**src/rtl/rraa_pkg.sv**
```systemverilog
// shared types, constants and width helpers for the ring resource age arbiter
package rraa_pkg;

  localparam int MAX_USERS_DEF = 8;
  localparam int NU_W          = 4;
  localparam int USER_W        = 3;
  localparam int KIND_W        = 2;
  localparam int TIME_W        = 32;
  localparam int DATA_W        = 8;
  localparam int QDEPTH        = 2;
  localparam int QPTR_W        = (QDEPTH > 1) ? $clog2(QDEPTH) : 1;
  localparam int QCNT_W        = $clog2(QDEPTH + 1);

  localparam logic [NU_W-1:0] NUM_USERS_RST = 4'd5;

  localparam logic [1:0] OP_TICK = 2'd0;
  localparam logic [1:0] OP_REQ  = 2'd1;
  localparam logic [1:0] OP_REL  = 2'd2;

  typedef enum logic [KIND_W-1:0] {
    KIND_NONE  = 2'd0,
    KIND_GRANT = 2'd1,
    KIND_ERROR = 2'd2
  } kind_t;

  typedef enum logic [1:0] {
    CMD_TICK,
    CMD_REQ,
    CMD_REL,
    CMD_ERR
  } cmd_cls_t;

  typedef struct packed {
    cmd_cls_t            cls;
    logic [USER_W-1:0]   user;
  } cmd_t;

  typedef enum logic [2:0] {
    B_IDLE,
    B_READ,
    B_EVAL,
    B_EMIT,
    B_EMIT2
  } back_state_t;

  // width of the ring size, wide enough for the config field too
  function automatic int size_w(input int m);
    int w;
    w = $clog2(m + 1);
    return (w > NU_W) ? w : NU_W;
  endfunction

  function automatic int idx_w(input int m);
    return (m > 1) ? $clog2(m) : 1;
  endfunction

endpackage

```
**src/rtl/ring_resource_age_arbiter_unit.sv**
```systemverilog
// top level of the ring resource age arbiter
//
// s_axis carries commands: tick of time, request or release by one user.
// m_axis carries results: accepted, grant or error, with tlast on the final
// result of each command. A release that frees both neighbours gives two
// grant results, left neighbour first.
// cfg_we/cfg_wdata set num_users; write it only while no command is in flight.
// A two-entry command queue sits between the input and the execution
// sequencer, so input transfers keep being taken while a result is stalled.
// A tick or an error gives its result straight from the idle state; a request
// is read, evaluated and emitted, and a release reads and evaluates once per neighbour.
// The sequencer takes a new command every cycle for ticks and errors while the
// result register is free, and takes none while a request or release is in
// progress: each neighbour test reads three stamps through the single
// read port of the stamp ram, one per cycle.
// Reset empties the queue, drops any pending result, clears every user to
// thinking with a zero stamp, zeroes the time counter and sets num_users to 5.
// A receiver stall holds the result and, once the queue fills, s_axis_tready.
module ring_resource_age_arbiter_unit #(
  parameter int MAX_USERS = rraa_pkg::MAX_USERS_DEF
) (
  input  logic                        clk,
  input  logic                        rst,
  input  logic                        cfg_we,
  input  logic [rraa_pkg::NU_W-1:0]   cfg_wdata,       // num_users
  input  logic                        s_axis_tvalid,
  output logic                        s_axis_tready,
  input  logic [rraa_pkg::DATA_W-1:0] s_axis_tdata,    // opcode[1:0], user[4:2]
  output logic                        m_axis_tvalid,
  input  logic                        m_axis_tready,
  output logic [rraa_pkg::DATA_W-1:0] m_axis_tdata,    // kind[1:0], granted_user[4:2]
  output logic                        m_axis_tlast
);
  import rraa_pkg::*;

  localparam int SZ_W = size_w(MAX_USERS);

  logic [NU_W-1:0]   num_users;
  logic [SZ_W-1:0]   ring_n;
  cmd_t              cmd;
  logic              cmd_valid;
  logic              cmd_pop;
  kind_t             out_kind;
  logic [USER_W-1:0] out_user;

  always_ff @(posedge clk) begin
    if (rst) begin
      num_users <= NUM_USERS_RST;
    end else if (cfg_we) begin
      num_users <= cfg_wdata;
    end
  end

  always_comb begin
    if (num_users == '0) begin
      ring_n = SZ_W'(1);
    end else if (SZ_W'(num_users) > SZ_W'(MAX_USERS)) begin
      ring_n = SZ_W'(MAX_USERS);
    end else begin
      ring_n = SZ_W'(num_users);
    end
  end

  rraa_front #(
    .MAX_USERS(MAX_USERS)
  ) u_front (
    .clk          (clk),
    .rst          (rst),
    .ring_n       (ring_n),
    .s_axis_tvalid(s_axis_tvalid),
    .s_axis_tready(s_axis_tready),
    .s_axis_tdata (s_axis_tdata),
    .cmd          (cmd),
    .cmd_valid    (cmd_valid),
    .cmd_pop      (cmd_pop)
  );

  rraa_back #(
    .MAX_USERS(MAX_USERS)
  ) u_back (
    .clk      (clk),
    .rst      (rst),
    .ring_n   (ring_n),
    .cmd      (cmd),
    .cmd_valid(cmd_valid),
    .cmd_pop  (cmd_pop),
    .out_ready(m_axis_tready),
    .out_valid(m_axis_tvalid),
    .out_kind (out_kind),
    .out_user (out_user),
    .out_last (m_axis_tlast)
  );

  assign m_axis_tdata = {(DATA_W - USER_W - KIND_W)'(0), out_user, out_kind};

endmodule

```
**src/rtl/rraa_ram.sv**
```systemverilog
// generic single write, single read ram with registered read data
module rraa_ram #(
  parameter int WIDTH = 32,
  parameter int DEPTH = 8
) (
  input  logic                                    clk,
  input  logic                                    we,
  input  logic [((DEPTH > 1) ? $clog2(DEPTH) : 1)-1:0] waddr,
  input  logic [WIDTH-1:0]                        wdata,
  input  logic [((DEPTH > 1) ? $clog2(DEPTH) : 1)-1:0] raddr,
  output logic [WIDTH-1:0]                        rdata
);

  logic [WIDTH-1:0] mem [DEPTH];

  always_ff @(posedge clk) begin
    if (we) begin
      mem[waddr] <= wdata;
    end
    rdata <= mem[raddr];
  end

endmodule

```
**src/rtl/rraa_front.sv**
```systemverilog
// input side: accepts transfers, classifies them and queues commands
module rraa_front #(
  parameter int MAX_USERS = rraa_pkg::MAX_USERS_DEF
) (
  input  logic                                       clk,
  input  logic                                       rst,
  input  logic [rraa_pkg::size_w(MAX_USERS)-1:0]     ring_n,
  input  logic                                       s_axis_tvalid,
  output logic                                       s_axis_tready,
  input  logic [rraa_pkg::DATA_W-1:0]                s_axis_tdata,
  output rraa_pkg::cmd_t                             cmd,
  output logic                                       cmd_valid,
  input  logic                                       cmd_pop
);
  import rraa_pkg::*;

  localparam int SZ_W = size_w(MAX_USERS);

  cmd_t              q [QDEPTH];
  logic [QPTR_W-1:0] wr_ptr;
  logic [QPTR_W-1:0] rd_ptr;
  logic [QCNT_W-1:0] cnt;
  cmd_t              cls_cmd;
  logic [1:0]        op;
  logic [USER_W-1:0] usr;
  logic              push;

  assign op  = s_axis_tdata[1:0];
  assign usr = s_axis_tdata[USER_W+1:2];

  always_comb begin
    cls_cmd.user = usr;
    unique case (op)
      OP_TICK: cls_cmd.cls = CMD_TICK;
      OP_REQ:  cls_cmd.cls = CMD_REQ;
      OP_REL:  cls_cmd.cls = CMD_REL;
      default: cls_cmd.cls = CMD_ERR;
    endcase
    if (cls_cmd.cls != CMD_TICK && SZ_W'(usr) >= ring_n) begin
      cls_cmd.cls = CMD_ERR;
    end
  end

  assign s_axis_tready = (cnt != QCNT_W'(QDEPTH));
  assign push          = s_axis_tvalid && s_axis_tready;
  assign cmd_valid     = (cnt != '0);
  assign cmd           = q[rd_ptr];

  always_ff @(posedge clk) begin
    if (rst) begin
      wr_ptr <= '0;
      rd_ptr <= '0;
      cnt    <= '0;
    end else begin
      if (push) begin
        wr_ptr <= (wr_ptr == QPTR_W'(QDEPTH - 1)) ? '0 : wr_ptr + 1'b1;
      end
      if (cmd_pop) begin
        rd_ptr <= (rd_ptr == QPTR_W'(QDEPTH - 1)) ? '0 : rd_ptr + 1'b1;
      end
      if (push && !cmd_pop) begin
        cnt <= cnt + 1'b1;
      end else if (!push && cmd_pop) begin
        cnt <= cnt - 1'b1;
      end
    end
  end

  always_ff @(posedge clk) begin
    if (push) begin
      q[wr_ptr] <= cls_cmd;
    end
  end

endmodule

```
**src/rtl/rraa_back.sv**
```systemverilog
// execution side: user states, stamp memory, neighbour tests and result register
module rraa_back #(
  parameter int MAX_USERS = rraa_pkg::MAX_USERS_DEF
) (
  input  logic                                   clk,
  input  logic                                   rst,
  input  logic [rraa_pkg::size_w(MAX_USERS)-1:0] ring_n,
  input  rraa_pkg::cmd_t                         cmd,
  input  logic                                   cmd_valid,
  output logic                                   cmd_pop,
  input  logic                                   out_ready,
  output logic                                   out_valid,
  output rraa_pkg::kind_t                        out_kind,
  output logic [rraa_pkg::USER_W-1:0]            out_user,
  output logic                                   out_last
);
  import rraa_pkg::*;

  localparam int SZ_W  = size_w(MAX_USERS);
  localparam int IDX_W = idx_w(MAX_USERS);

  back_state_t          state;
  back_state_t          state_next;
  logic [TIME_W-1:0]    t;
  logic [MAX_USERS-1:0] hungry;
  logic [MAX_USERS-1:0] eating;
  logic [MAX_USERS-1:0] svalid;
  cmd_t                 cur;
  logic [IDX_W-1:0]     cand;
  logic [IDX_W-1:0]     nb_l;
  logic [IDX_W-1:0]     nb_r;
  logic                 pass;
  logic [1:0]           step;
  logic                 rd_vld;
  logic [TIME_W-1:0]    rd_data;
  logic [TIME_W-1:0]    age_l;
  logic [TIME_W-1:0]    age_c;
  logic [TIME_W-1:0]    age_r;
  logic                 gl;
  logic                 gr;

  logic [IDX_W-1:0]     u_idx;
  logic [IDX_W-1:0]     cand_l;
  logic [IDX_W-1:0]     cand_r;
  logic [IDX_W-1:0]     rd_addr;
  logic [TIME_W-1:0]    rd_age;
  logic                 out_free;
  logic                 grant;
  logic                 do_tick;
  logic                 do_req;
  logic                 do_rel;
  logic                 do_eval;
  logic                 emit;
  kind_t                e_kind;
  logic [USER_W-1:0]    e_user;
  logic                 e_last;

  function automatic logic [IDX_W-1:0] left_of(input logic [IDX_W-1:0] x,
                                               input logic [SZ_W-1:0]  n);
    return (x == '0) ? IDX_W'(n - 1'b1) : x - 1'b1;
  endfunction

  function automatic logic [IDX_W-1:0] right_of(input logic [IDX_W-1:0] x,
                                                input logic [SZ_W-1:0]  n);
    return ((SZ_W'(x) + 1'b1) >= n) ? '0 : x + 1'b1;
  endfunction

  assign u_idx    = IDX_W'(cmd.user);
  assign cand_l   = left_of(cand, ring_n);
  assign cand_r   = right_of(cand, ring_n);
  assign out_free = !out_valid || out_ready;
  assign rd_age   = t - (rd_vld ? rd_data : '0);
  assign grant    = hungry[cand] && !eating[cand_l] && !eating[cand_r] &&
                    (age_c >= age_l) && (age_c >= age_r);

  always_comb begin
    case (step)
      2'd0:    rd_addr = cand_l;
      2'd1:    rd_addr = cand;
      default: rd_addr = cand_r;
    endcase
  end

  rraa_ram #(
    .WIDTH(TIME_W),
    .DEPTH(MAX_USERS)
  ) u_stamp_ram (
    .clk  (clk),
    .we   (do_rel),
    .waddr(u_idx),
    .wdata(t),
    .raddr(rd_addr),
    .rdata(rd_data)
  );

  always_comb begin
    state_next = state;
    cmd_pop    = 1'b0;
    do_tick    = 1'b0;
    do_req     = 1'b0;
    do_rel     = 1'b0;
    do_eval    = 1'b0;
    emit       = 1'b0;
    e_kind     = KIND_NONE;
    e_user     = cmd.user;
    e_last     = 1'b1;
    unique case (state)
      B_IDLE: begin
        if (cmd_valid && out_free) begin
          cmd_pop = 1'b1;
          unique case (cmd.cls)
            CMD_TICK: begin
              do_tick = 1'b1;
              emit    = 1'b1;
              e_user  = '0;
            end
            CMD_REQ: begin
              if (!hungry[u_idx] && !eating[u_idx]) begin
                do_req     = 1'b1;
                state_next = B_READ;
              end else begin
                emit   = 1'b1;
                e_kind = KIND_ERROR;
              end
            end
            CMD_REL: begin
              if (eating[u_idx]) begin
                do_rel     = 1'b1;
                state_next = B_READ;
              end else begin
                emit   = 1'b1;
                e_kind = KIND_ERROR;
              end
            end
            default: begin
              emit   = 1'b1;
              e_kind = KIND_ERROR;
            end
          endcase
        end
      end
      B_READ: begin
        if (step == 2'd3) begin
          state_next = B_EVAL;
        end
      end
      B_EVAL: begin
        do_eval    = 1'b1;
        state_next = (cur.cls == CMD_REL && !pass) ? B_READ : B_EMIT;
      end
      B_EMIT: begin
        if (out_free) begin
          emit       = 1'b1;
          state_next = B_IDLE;
          e_user     = cur.user;
          if (cur.cls == CMD_REQ) begin
            e_kind = gl ? KIND_GRANT : KIND_NONE;
          end else if (gl) begin
            e_kind = KIND_GRANT;
            e_user = USER_W'(nb_l);
            if (gr) begin
              e_last     = 1'b0;
              state_next = B_EMIT2;
            end
          end else if (gr) begin
            e_kind = KIND_GRANT;
            e_user = USER_W'(nb_r);
          end
        end
      end
      B_EMIT2: begin
        if (out_free) begin
          emit       = 1'b1;
          e_kind     = KIND_GRANT;
          e_user     = USER_W'(nb_r);
          state_next = B_IDLE;
        end
      end
      default: state_next = B_IDLE;
    endcase
  end

  always_ff @(posedge clk) begin
    if (rst) begin
      state     <= B_IDLE;
      t         <= '0;
      hungry    <= '0;
      eating    <= '0;
      svalid    <= '0;
      out_valid <= 1'b0;
    end else begin
      state <= state_next;
      if (emit) begin
        out_valid <= 1'b1;
      end else if (out_ready) begin
        out_valid <= 1'b0;
      end
      if (do_tick) begin
        t <= t + 1'b1;
      end
      if (do_req) begin
        hungry[u_idx] <= 1'b1;
      end
      if (do_rel) begin
        eating[u_idx] <= 1'b0;
        svalid[u_idx] <= 1'b1;
      end
      if (do_eval && grant) begin
        hungry[cand] <= 1'b0;
        eating[cand] <= 1'b1;
      end
    end
  end

  always_ff @(posedge clk) begin
    rd_vld <= svalid[rd_addr];
    if (cmd_pop) begin
      cur <= cmd;
    end
    if (state_next == B_READ && state != B_READ) begin
      step <= 2'd0;
    end else if (state == B_READ) begin
      step <= step + 1'b1;
    end
    if (state == B_READ) begin
      case (step)
        2'd1:    age_l <= rd_age;
        2'd2:    age_c <= rd_age;
        2'd3:    age_r <= rd_age;
        default: age_l <= age_l;
      endcase
    end
    if (do_req) begin
      cand <= u_idx;
      pass <= 1'b0;
    end
    if (do_rel) begin
      cand <= left_of(u_idx, ring_n);
      nb_l <= left_of(u_idx, ring_n);
      nb_r <= right_of(u_idx, ring_n);
      pass <= 1'b0;
    end
    if (do_eval) begin
      if (!pass) begin
        gl   <= grant;
        cand <= nb_r;
        pass <= 1'b1;
      end else begin
        gr <= grant;
      end
    end
    if (emit) begin
      out_kind <= e_kind;
      out_user <= e_user;
      out_last <= e_last;
    end
  end

endmodule

```
**config.mk**
```make
export PLATFORM = sky130hd
export DESIGN_NAME = ring_resource_age_arbiter_unit
export DESIGN_NICKNAME = d
export VERILOG_FILES = /design/src/rtl/rraa_pkg.sv /design/src/rtl/ring_resource_age_arbiter_unit.sv /design/src/rtl/rraa_ram.sv /design/src/rtl/rraa_front.sv /design/src/rtl/rraa_back.sv
export SDC_FILE = /design/constraint.sdc
export NUM_CORES = 1
export LEC_CHECK = 0
export ABC_AREA = 0
export BUFFER_PORTS_ARGS = -buffer_cell sky130_fd_sc_hd__buf_2
export CORE_ASPECT_RATIO = 1.75
export CORE_MARGIN = 5
export CORE_UTILIZATION = 55
export DETAILED_ROUTE_END_ITERATION = 12
export PLACE_DENSITY = 0.7
export SYNTH_ARGS = -nofsm -noshare
export SYNTH_HDL_FRONTEND = slang
export SYNTH_SLANG_ARGS = --single-unit
```
**constraint.sdc**
```tcl
create_clock -name clk -period 9.8 [get_ports clk]
set_input_delay 1.47 -clock clk [delete_from_list [all_inputs] [get_ports clk]]
set_output_delay 1.47 -clock clk [all_outputs]
set_load 0.02 [all_outputs]
```
==> reports/metrics.cfg, run 1 <==
[run_status]
status = finished, final reports clean

[critical_path]
data_arrival_time_of_the_critical_path_ns = 5.14
worst-setup-path-type = reg -> reg
depth_of_the_most_critical_reg_to_reg_path = 13
worstSetupEndpointType = flip-flop
critPathMaxFanout = 75
cp_cell_instances = inv_1 > ha_1 > ha_1 > a2111oi_0 > a21oi_1 > o31a_1 > o211ai_1 > buf_4 > buf_4 > nand2_1 > nand3_1 > nand2_1 > o21ai_0
crit_buf_inv = 3
cp_top_family = buffers and inverters
setup.reg_to_reg.worst_slack_ns = 5.11
cp-startpoint = u_back.cand[1]
critical_path_depth = 13
delay_contributed_by_the_slowest_stage_of_the_critical_path_ns = 0.73
worst_setup_path_endpoint = u_back.u_stamp_ram.rdata[17]
cp_data_required_time_ns = 10.25
setup.worst_path.start_class = flip-flop
reg2reg_capture_point = u_back.u_stamp_ram.rdata[17]
rr_startpoint = u_back.cand[1]
critPathSlowestCell = sky130_fd_sc_hd__buf_4

[yosys]
ys.warnings.count = 0
synth_cell_types = 73
fraction_of_synthesis_flops_using_an_asynchronous_set_or_reset_pin = 0
ys_seq_area_frac = 0.609
synthFlopType = sky130_fd_sc_hd__edfxtp_1
mapped_area_um2 = 22300
synth.top_cells.by_area = sky130_fd_sc_hd__edfxtp_1, sky130_fd_sc_hd__dfxtp_1, sky130_fd_sc_hd__ha_1
synth.avg_cell_area_um2 = 11.1
proportion_of_netlist_area_held_by_the_largest_area_contributor = 0.512
synthDominantAreaCellType = sky130_fd_sc_hd__edfxtp_1
postSynthRegisterBits = 489
netlist_instances = 2008
synth-edff-count = 381

[global_routing]
grt_max_degree = 77
gr-total-overflow = 0
vias_in_the_first_global_route = 15000
antenna_found_initial = 0
track_usage = 0.222
grt_first_pass_wirelength_mm = 79.3

[clock_tree]
tritoncts_num_sinks = 489
postCtsSetupRepairBufs = 0
clockBufferDepth = 3
clkLatencyLatePin_ns = 0.56
cts_hold_repair.buffers = 0
clock_tree.htree_level_count = 2
cts_tree = built
numCtsBuffers = 43
cts_resized = 0
cts.clk_slew.worst_paths_ns = 0.07
clockRootBuffer = sky130_fd_sc_hd__clkbuf_16

[timing]
finalClockSkew_ns = 0.0155
share_of_the_clock_period_used_by_the_worst_path = 0.479
finalSetupViolations = 0
final_critical_path_required_period_ns = 4.69
max_freq_mhz = 213
hold_viol_final = 0
final-max-slew-violation-count = 0
maxSlewHeadroom = 0.244
rsz0062_at_grt = no
tightestPinTransition_ns = 1.12
finalSetupTns_ns = 0

[power]
power_per_cell_area_nw_per_um2 = 289
leakage_nw = 9.67
vdd.ir_drop.worst_uv = 432
p_total_w = 0.00708

[run]
cap_violations = 0

[finish]
multi_input_area_um2 = 8080
drive_gt1_frac = 0.0731
most_common_library_cell_in_the_layout_ignoring_fill_and_taps = sky130_fd_sc_hd__edfxtp_1
final_cell_mix = sky130_fd_sc_hd__edfxtp_1, sky130_fd_sc_hd__nand2_1, sky130_fd_sc_hd__nand3_1, sky130_fd_sc_hd__ha_1, sky130_fd_sc_hd__dfxtp_1
num-fill-cells = 3145
design.final.nets = 2157
area_growth_pct = 9.70
ff_latch_area_um2 = 13600
diodes = 0

[floorplan]
die_area_um2 = 44900
core_region_area_um2 = 40200
initial_utilization = 0.556
die_w_um = 162
overall_die_height_um = 277
placementRows = 97
num_io_pins = 28

[placed_design]
dp_hpwl_mm = 30.5
gp_routability_congestion = 0.905
io_buffers = 21

[routing]
drt-initial-drc-count = 1034
wl_mm = 49.8
detail-route-antenna-nets = 0
dr_total_vias = 14900
drt-pass1-iter-count = 5
avg_vias_per_cell = 5.74
drcViolationCount = 0
wl_per_cell_um = 19.2

[min_path]
hold_path_depth = 2
timing.hold.worst.class = reg -> reg

==> sequential cells by signal (all words and copies together) (netlist names), 4 cells and up, named ones only <==
register / cells
num_users: 4
u_back.cur: 5
u_back.eating: 8
u_back.age_c: 32
u_back.u_stamp_ram.mem: 256
u_back.t: 32
u_back.hungry: 8
u_back.u_stamp_ram.rdata: 32
u_back.age_r: 32
u_back.svalid: 8
u_front.q: 10
u_back.age_l: 32
==> cells by family (layout without fill, tap and decap cells) <==
| kind of cell | Yosys count | count (layout) | share of synthesized area |
|---|---|---|---|
| adder cells (fa/ha/maj) | 124 | 124 | 0.0698 |
| AO/OA/AOI/OAI | 294 | 294 | 0.0830 |
| flip-flops | 489 | 489 | 0.609 |
| multiplexers | 29 | 29 | 0.0141 |
| AND/OR/NAND/NOR | 820 | 820 | 0.166 |
| buffers and inverters | 188 | 229 | 0.0333 |
| other | 1 | 3 | 0.000168 |
| XOR/XNOR | 63 | 63 | 0.0247 |
==> worst min-delay path by stage <==
stage	end	slack [ns]	start
after global routing	u_back.svalid[7]	0.50	u_back.svalid[7]
final	u_back.svalid[2]	0.47	u_back.svalid[2]
after CTS	u_back.svalid[2]	0.48	u_back.svalid[2]
after global placement	u_back.svalid[5]	0.45	u_back.svalid[5]
after detailed placement	u_back.svalid[2]	0.46	u_back.svalid[2]
after floorplan	u_back.svalid[0]	0.44	u_back.svalid[0]
==> report_power, final <==
| group | switching (W) | internal, W |
|---|---|---|
| sequential | 0.0000818 | 0.00252 |
| combinational | 0.00193 | 0.000813 |
| clock | 0.000757 | 0.000984 |
| total | 0.00277 | 0.00431 |
==> stage by stage <==
stage           util  worst slack, ns  area, um2  std cells  hold slack (ns)
2_1_floorplan      -             4.46      22300       2010            0.440
5_1_grt        0.610             4.81      24500       2595            0.502
3_5_place_dp   0.573             5.22      23000       2515            0.461
6_report       0.610             5.11      24500       2595            0.471
4_1_cts        0.610             5.19      24500       2595            0.476
3_3_place_gp   0.573             5.27      23000       2515            0.449
==> routing by layer <==
layer | global-route usage | share of wire | vias to the layer above | wire, um
met2 | 0.415 | 0.54 | 387 | 26800
li1 | - | - | 7195 | -
met5 | 0 | 0 | - | 0
met4 | 0.0957 | 0.043 | 0 | 2130
met1 | 0.251 | 0.38 | 7202 | 18800
met3 | 0.0264 | 0.041 | 119 | 2060
==> worst register-to-register path, stage by stage (launching register included) <==
cell	delay, ns
sky130_fd_sc_hd__dfxtp_1	0.72
sky130_fd_sc_hd__inv_1	0.15
sky130_fd_sc_hd__ha_1	0.41
sky130_fd_sc_hd__ha_1	0.31
sky130_fd_sc_hd__a2111oi_0	0.37
sky130_fd_sc_hd__a21oi_1	0.19
sky130_fd_sc_hd__o31a_1	0.30
sky130_fd_sc_hd__o211ai_1	0.19
sky130_fd_sc_hd__buf_4	0.56
sky130_fd_sc_hd__buf_4	0.73
sky130_fd_sc_hd__nand2_1	0.23
sky130_fd_sc_hd__nand3_1	0.11
sky130_fd_sc_hd__nand2_1	0.06
sky130_fd_sc_hd__o21ai_0	0.23
==> cell type report <==
cell class | count | area share
tap | 544 | 0.0278
multi-input combinational | 1333 | 0.330
inverter | 104 | 0.0159
clock buffer | 50 | 0.0467
timing repair buffer | 45 | 0.0116
sequential | 489 | 0.555
clock inverter | 30 | 0.0131
==> Yosys cell counts, types with 35 or more instances <==
master	n
sky130_fd_sc_hd__edfxtp_1	381
sky130_fd_sc_hd__ha_1	123
sky130_fd_sc_hd__a21oi_1	80
sky130_fd_sc_hd__a21o_1	35
sky130_fd_sc_hd__clkbuf_1	68
sky130_fd_sc_hd__o21ai_0	85
sky130_fd_sc_hd__nor2_1	109
sky130_fd_sc_hd__inv_1	100
sky130_fd_sc_hd__dfxtp_1	108
sky130_fd_sc_hd__nand2_1	379
sky130_fd_sc_hd__xnor2_1	35
sky130_fd_sc_hd__nand3_1	199
Power figures use the tool's default switching activity.
==> inputs of run 2 (changes only) <==
==> constraint.sdc (replaced) <==
create_clock -name clk -period 4.8 [get_ports clk]
set_input_delay 0.72 -clock clk [delete_from_list [all_inputs] [get_ports clk]]
set_output_delay 0.72 -clock clk [all_outputs]
set_load 0.02 [all_outputs]
==> run 2 against run 1 <==
Total power grew 110%. Clock power grew 100%. Via count up 2.5%. First-iteration DRC count down 0.19%. Sequential cell count stayed put. Setup slack worse by 4.3 ns. Clock skew increased by 0.0031 ns. Non-clock buffer count up 10. Largest cell class unchanged.
==> reports/metrics.cfg, run 2 (synthesized netlist as in run 1, its figures left out) <==
[run_status]
status = finished, final reports clean

[clock_tree]
clockRootBuffer = sky130_fd_sc_hd__clkbuf_16
numCtsBuffers = 44
postCtsSetupRepairBufs = 0
cts_tree = built
tritoncts_num_sinks = 489
clockBufferDepth = 3
cts_hold_repair.buffers = 0
clkLatencyLatePin_ns = 0.56
cts.clk_slew.worst_paths_ns = 0.07
cts_resized = 0
clock_tree.htree_level_count = 2

[floorplan]
placementRows = 97
die_w_um = 162
num_io_pins = 28
core_region_area_um2 = 40200
overall_die_height_um = 277
die_area_um2 = 44900
initial_utilization = 0.556

[timing]
final_critical_path_required_period_ns = 3.98
max_freq_mhz = 251
finalClockSkew_ns = 0.0186
hold_slack_ns = 0.373
rsz0062_at_grt = no
finalSetupViolations = 0
final-max-slew-violation-count = 0
maxSlewHeadroom = 0.428
hold_viol_final = 0
share_of_the_clock_period_used_by_the_worst_path = 0.829
finalSetupTns_ns = 0
tightestPinTransition_ns = 0.849

[power]
power.switching_w = 0.00573
p_total_w = 0.0147
comb_power_share = 0.398
seq_power_share = 0.361
p_clk_frac = 0.241
p_int_w = 0.00901
vdd.ir_drop.worst_uv = 632
leakage_nw = 9.75
power_per_cell_area_nw_per_um2 = 596
sw_frac_of_total = 0.389

[global_routing]
grt_first_pass_wirelength_mm = 81.9
antenna_found_initial = 0
vias_in_the_first_global_route = 15400
gr-total-overflow = 0
grt_max_degree = 67
track_usage = 0.229

[placed_design]
io_buffers = 21
dp_hpwl_mm = 32.4
gp_routability_congestion = 0.920
dpl-instance-area_um2 = 23300

[routing]
drcViolationCount = 0
dr_total_vias = 15300
wl_mm = 51.4
wl_per_cell_um = 19.7
avg_vias_per_cell = 5.86
detail-route-antenna-nets = 0
drt-initial-drc-count = 1032
drt-pass1-iter-count = 6

[finish]
finish.instance_area_um2 = 24700
postLayoutCoreUtil = 0.616
diodes = 0
largest_register_ffs = 256
max_flop_register = u_back.u_stamp_ram.mem
most_common_library_cell_in_the_layout_ignoring_fill_and_taps = sky130_fd_sc_hd__edfxtp_1
drive_gt1_frac = 0.0766
area_growth_pct = 10.8
final_cell_mix = sky130_fd_sc_hd__edfxtp_1, sky130_fd_sc_hd__nand2_1, sky130_fd_sc_hd__nand3_1, sky130_fd_sc_hd__ha_1, sky130_fd_sc_hd__dfxtp_1
design.final.nets = 2168

[critical_path]
data_arrival_time_of_the_critical_path_ns = 4.40
setup.worst_path.start_class = flip-flop
worst-setup-path-type = reg -> reg
worstSetupEndpointType = flip-flop
critPathMaxFanout = 44
cp_data_required_time_ns = 5.23

[min_path]
timing.hold.worst.class = in -> reg

[run]
cap_violations = 0

run 2: per-stage QoR:
step	std cells	worst slack, ns
floorplan	2010	0.472
global route	2607	0.535
detailed placement	2525	0.904
finish	2607	0.821
CTS	2607	0.889
global placement	2525	0.953
run 2: final timing paths:
| path | slack [ns] | end | from | cells after the start |
|---|---|---|---|---|
| max | 0.82 | u_back.u_stamp_ram.rdata[30] | num_users[1] | 14 |
| min | 0.37 | u_front.q[0][0] | s_axis_tdata[2] | 1 |
| max reg2reg | 0.82 | u_back.u_stamp_ram.rdata[30] | num_users[1] | 14 |
| min reg2reg | 0.47 | u_back.svalid[6] | u_back.svalid[6] | 2 |
run 2: power by group through the flow:
stage	clock network, W	registers [W]	logic (W)
detailed placement	0	0.00541	0.00587
finish	0.00355	0.00532	0.00587
global placement	0	0.00541	0.00574
floorplan	0	0.00534	0.00397
global route	0.00377	0.00535	0.00652
CTS	0.00358	0.00532	0.00590
run 2: critical path: stages (launching register included):
cell and delay (ns):
sky130_fd_sc_hd__dfxtp_1 0.33, sky130_fd_sc_hd__nor2_1 0.10, sky130_fd_sc_hd__nor2_1 0.04, sky130_fd_sc_hd__nor2_1 0.50, sky130_fd_sc_hd__inv_1 0.20, sky130_fd_sc_hd__ha_1 0.24, sky130_fd_sc_hd__xor2_1 0.37, sky130_fd_sc_hd__and2_1 0.29
sky130_fd_sc_hd__nor3_1 0.09, sky130_fd_sc_hd__o21ai_0 0.28, sky130_fd_sc_hd__o211a_2 0.71, sky130_fd_sc_hd__buf_12 0.34, sky130_fd_sc_hd__nand3_1 0.14, sky130_fd_sc_hd__nand2_1 0.10, sky130_fd_sc_hd__o21ai_0 0.08
run 2: area by class of cell:
type                       instances  area [um2]
clock inverter                    23         230
clock buffer                      59        1230
timing repair buffer              55         523
sequential                       489       13600
multi-input combinational       1333        8080
inverter                         104         390
tap                              544         681
fill                            3076       15400
run 2: metal layers:
layer | vias to the layer above | track usage | wire length [um]
li1 | 7216 | - | -
met1 | 7429 | 0.253 | 18800
met2 | 461 | 0.421 | 27200
met3 | 164 | 0.0268 | 2370
met4 | 0 | 0.129 | 3070
met5 | - | 0 | 0
